### config.mk
export PLATFORM = sky130hd
export DESIGN_NAME = rbd_ram
export DESIGN_NICKNAME = d
export VERILOG_FILES = /design/src/rtl/rgba_box_downscale_4x4_macros.svh /design/src/rtl/rbd_ram.sv
export SDC_FILE = /design/constraint.sdc
export NUM_CORES = 1
export LEC_CHECK = 0
export ABC_AREA = 1
export BUFFER_PORTS_ARGS = -buffer_cell sky130_fd_sc_hd__buf_4
export CAP_MARGIN = 20
export CORE_MARGIN = 2
export CORE_UTILIZATION = 59
export CTS_CLUSTER_DIAMETER = 40
export DETAILED_ROUTE_END_ITERATION = 12
export HOLD_SLACK_MARGIN = 0.06
export PLACE_DENSITY = 0.77
export SKIP_CTS_REPAIR_TIMING = 1
export SLEW_MARGIN = 15
export SYNTH_ARGS = -nofsm -noshare
export SYNTH_HDL_FRONTEND = slang
export SYNTH_SLANG_ARGS = --single-unit
### constraint.sdc
create_clock -name clk -period 1.6 [get_ports clk]
set_input_delay 0.08 -clock clk [delete_from_list [all_inputs] [get_ports clk]]
set_output_delay 0.08 -clock clk [all_outputs]
set_load 0.1 [all_outputs]
### src/rtl/rgba_box_downscale_4x4_macros.svh
// assertion macros for the rgba box downscaler
// used by rgba_box_downscale_4x4, expects clk and rst_n in scope
`ifndef RGBA_BOX_DOWNSCALE_4X4_MACROS_SVH
`define RGBA_BOX_DOWNSCALE_4X4_MACROS_SVH

// same-cycle implication, off during reset
`define RBD_ASSERT_IMPLY(lbl, a, b) \
  lbl: assert property (@(posedge clk) disable iff (!rst_n) (a) |-> (b)) \
    else $error("rbd assertion failed");

// next-cycle implication, off during reset
`define RBD_ASSERT_NEXT(lbl, a, b) \
  lbl: assert property (@(posedge clk) disable iff (!rst_n) (a) |=> (b)) \
    else $error("rbd assertion failed");

`endif

### src/rtl/rbd_ram.sv
// generic simple dual-port ram, one write and one registered read port
// no dependencies
module rbd_ram #(
  parameter int W     = 8,
  parameter int DEPTH = 16,
  localparam int AW   = (DEPTH > 1) ? $clog2(DEPTH) : 1
) (
  input  logic          clk,
  input  logic          we,
  input  logic [AW-1:0] waddr,
  input  logic [W-1:0]  wdata,
  input  logic          re,
  input  logic [AW-1:0] raddr,
  output logic [W-1:0]  rdata
);

  logic [W-1:0] mem [DEPTH];

  always_ff @(posedge clk) begin
    if (we) begin
      mem[waddr] <= wdata;
    end
    if (re) begin
      rdata <= mem[raddr];
    end
  end

endmodule

==> impl_results.md <==
* Status: complete, no violations
* RSZ-0062 raised after global routing: no
* Root Driver: clkbuf_8
* Final setup fails at 0
* Leak at 3.01 nW
* Max-Cap Viols at 0
* Yosys cell types at 11
* Design Power at 8.59 mW
* Least-Margin Pin Slew at 0.381 ns
* GRT Total Usage at 26.2%
* DRT Pass-1 Iters at 6
* Clk slew on worst S/H paths at 0.06 ns
* Critical Path Source Type: flop
* Post-route ant nets at 0
* Worst Hold Class: in -> reg
* Buf/Inv on CP at 1
* Setup_tns at 0 ns
* Synthesized area per cell at 10.6 um^2
* Global-route wire length before repair at 21100 um
* CTS tree: done
* Die width at 104 um
* Clock Sink Count at 136
* Max transition margin at 74.6%
* Placed cell count at 710
* Final Core Density at 71.8%
* Buffers on Ports at 26
* Layout Nets at 625
* Std cell rows at 36
* Synth warn at 0
* Core area at 9680 um^2
* Area growth syn-to-layout at 18.9%
* Avg WL per Cell at 17.6 um
* Post-DP HPWL at 7880 um
* WP data arrival at 1.26 ns
* Placer Congestion at 0.834
* Chip Height at 104 um
* Initial DRC count at 433
* Post-synth EDFFs at 136
* Synthesized area at 5850 um^2
* Slowest-stage cell, CP: edfxtp_1
* Synth top area share at 69.8%
* Ys flop type: edfxtp_1
* Final wirelength at 13300 um
* ANT cells at 0
* Area leader, netlist: edfxtp_1
* Initial Util at 60.4%
* Post-Syn Instances at 551
* Top post-synthesis cells by count: nand2_1, edfxtp_1, inv_1, nand3_1, nor2_1
* Sequential share of the synthesized area at 69.8%
* Fin. Hold Viols at 0
* # IOs at 27
* Layout Skew at 0.00555 ns
* Layout Cells excl Fill at 752
* Required time worst endpoint at 1.52 ns
* Min Tclk post-route at 1.34 ns
* Clock tree buffer depth at 2
* # DRC at 0
* Vias post-DR at 4075
* Seq cells post-synth at 136
* Vias in the first global route at 3896
* Worst path max stage delay at 0.42 ns
* Critical-path cell list: buf_4
* Syn nets at 570
* Worst IR drop on VDD at 0.000992 V
* Final slew viol count at 0
* Top Family by Delay on Critical Path: flip-flops
* Crit path kind: reg -> out
* Clock Latency Late Sink at 0.52 ns
* Crit end category: output port
* Fmax at 746 MHz
* Total grt overflow at 0
* DR vias/cell at 5.42
* Die area at 10700 um^2
* Final period utilization at 83.8%
* Most frequent cell after synthesis: nand2_1
* Pin count of the biggest net entering global routing at 44
* Share of layout cells above drive strength 1 at 13.1%
* Hold WS at 0.0971 ns
* H-tree levels at 4
* Initial antenna violation count at 0
* Critical Path Fanout Max at 1
* Inserted Clock Buffers at 17
* Ranking of synthesized cells by area: edfxtp_1, nand2_1, nand3_1
* Pwr/cell area at 1240 nW/um^2
* Ys async rst share at 0%
## report_power, final
part           leakage (nW)  internal, mW  switching [mW]
clock network         0.281          2.39            1.49
registers              1.24          4.01          0.0240
logic                  1.50         0.190           0.477
total                  3.01          6.60            1.99
## logic make-up (layout without fill, tap and decap cells)
family / count (synthesis) / count (layout) / share of synthesized area [%]
flip-flops: 136 / 136 / 69.8
buffers and inverters: 126 / 194 / 9.39
AND/OR/NAND/NOR: 289 / 289 / 20.8
## metrics by stage
| stage | setup slack, ns | instance area [um^2] |
|---|---|---|
| 2_1_floorplan | 0.569 | 5850 |
| 3_3_place_gp | 0.247 | 6260 |
| 3_5_place_dp | 0.223 | 6260 |
| 4_1_cts | 0.252 | 6850 |
| 5_1_grt | 0.221 | 6950 |
| 6_report | 0.260 | 6950 |
## state kept, by name, summed over array words and instances (netlist names)
name / cells
mem: 128
rdata: 8
## cells in the final DEF, fill, tap and decap left out, types with 3 or more instances in the layout
| master | synthesis | routed |
|---|---|---|
| buf_12 | 0 | 3 |
| buf_4 | 4 | 47 |
| bufinv_16 | 0 | 3 |
| clkbuf_16 | 0 | 16 |
| clkinv_4 | 0 | 3 |
| dlygate4sd3_1 | 0 | 10 |
| edfxtp_1 | 136 | 136 |
| inv_1 | 100 | 100 |
| inv_6 | 0 | 4 |
| nand2_1 | 173 | 173 |
| nand3_1 | 97 | 97 |
| nor2_1 | 17 | 17 |
## worst paths after layout
path | start | to | slack (ns) | depth (start not counted)
max | rdata[7]$_DFFE_PP_ | rdata[7] | 0.26 | 1
min | raddr[2] | rdata[3]$_DFFE_PP_ | 0.1 | 4
max reg2reg | mem[15][6]$_DFFE_PP_ | rdata[6]$_DFFE_PP_ | 0.40 | 6
min reg2reg | mem[2][7]$_DFFE_PP_ | rdata[7]$_DFFE_PP_ | 0.77 | 6
## metal layers
| layer | vias to the layer above | GRT usage (%) | routed length (um) |
|---|---|---|---|
| li1 | 1900 | - | - |
| met3 | 32 | 8.56 | 1420 |
| met2 | 264 | 40.4 | 6240 |
| met1 | 1879 | 35.0 | 5260 |
| met5 | - | 0 | 0 |
| met4 | 0 | 10.6 | 325 |
## area by class of cell
cell class              instances  area (um^2)
clock buffers                  19          422
clock inverters                13          170
fillers                       608         2730
inverters                     102          383
multi-input cells             289         1210
flip-flops and latches        136         4080
well taps                     133          166
repair buffers                 60          513
(Power assumes the default switching activity.)
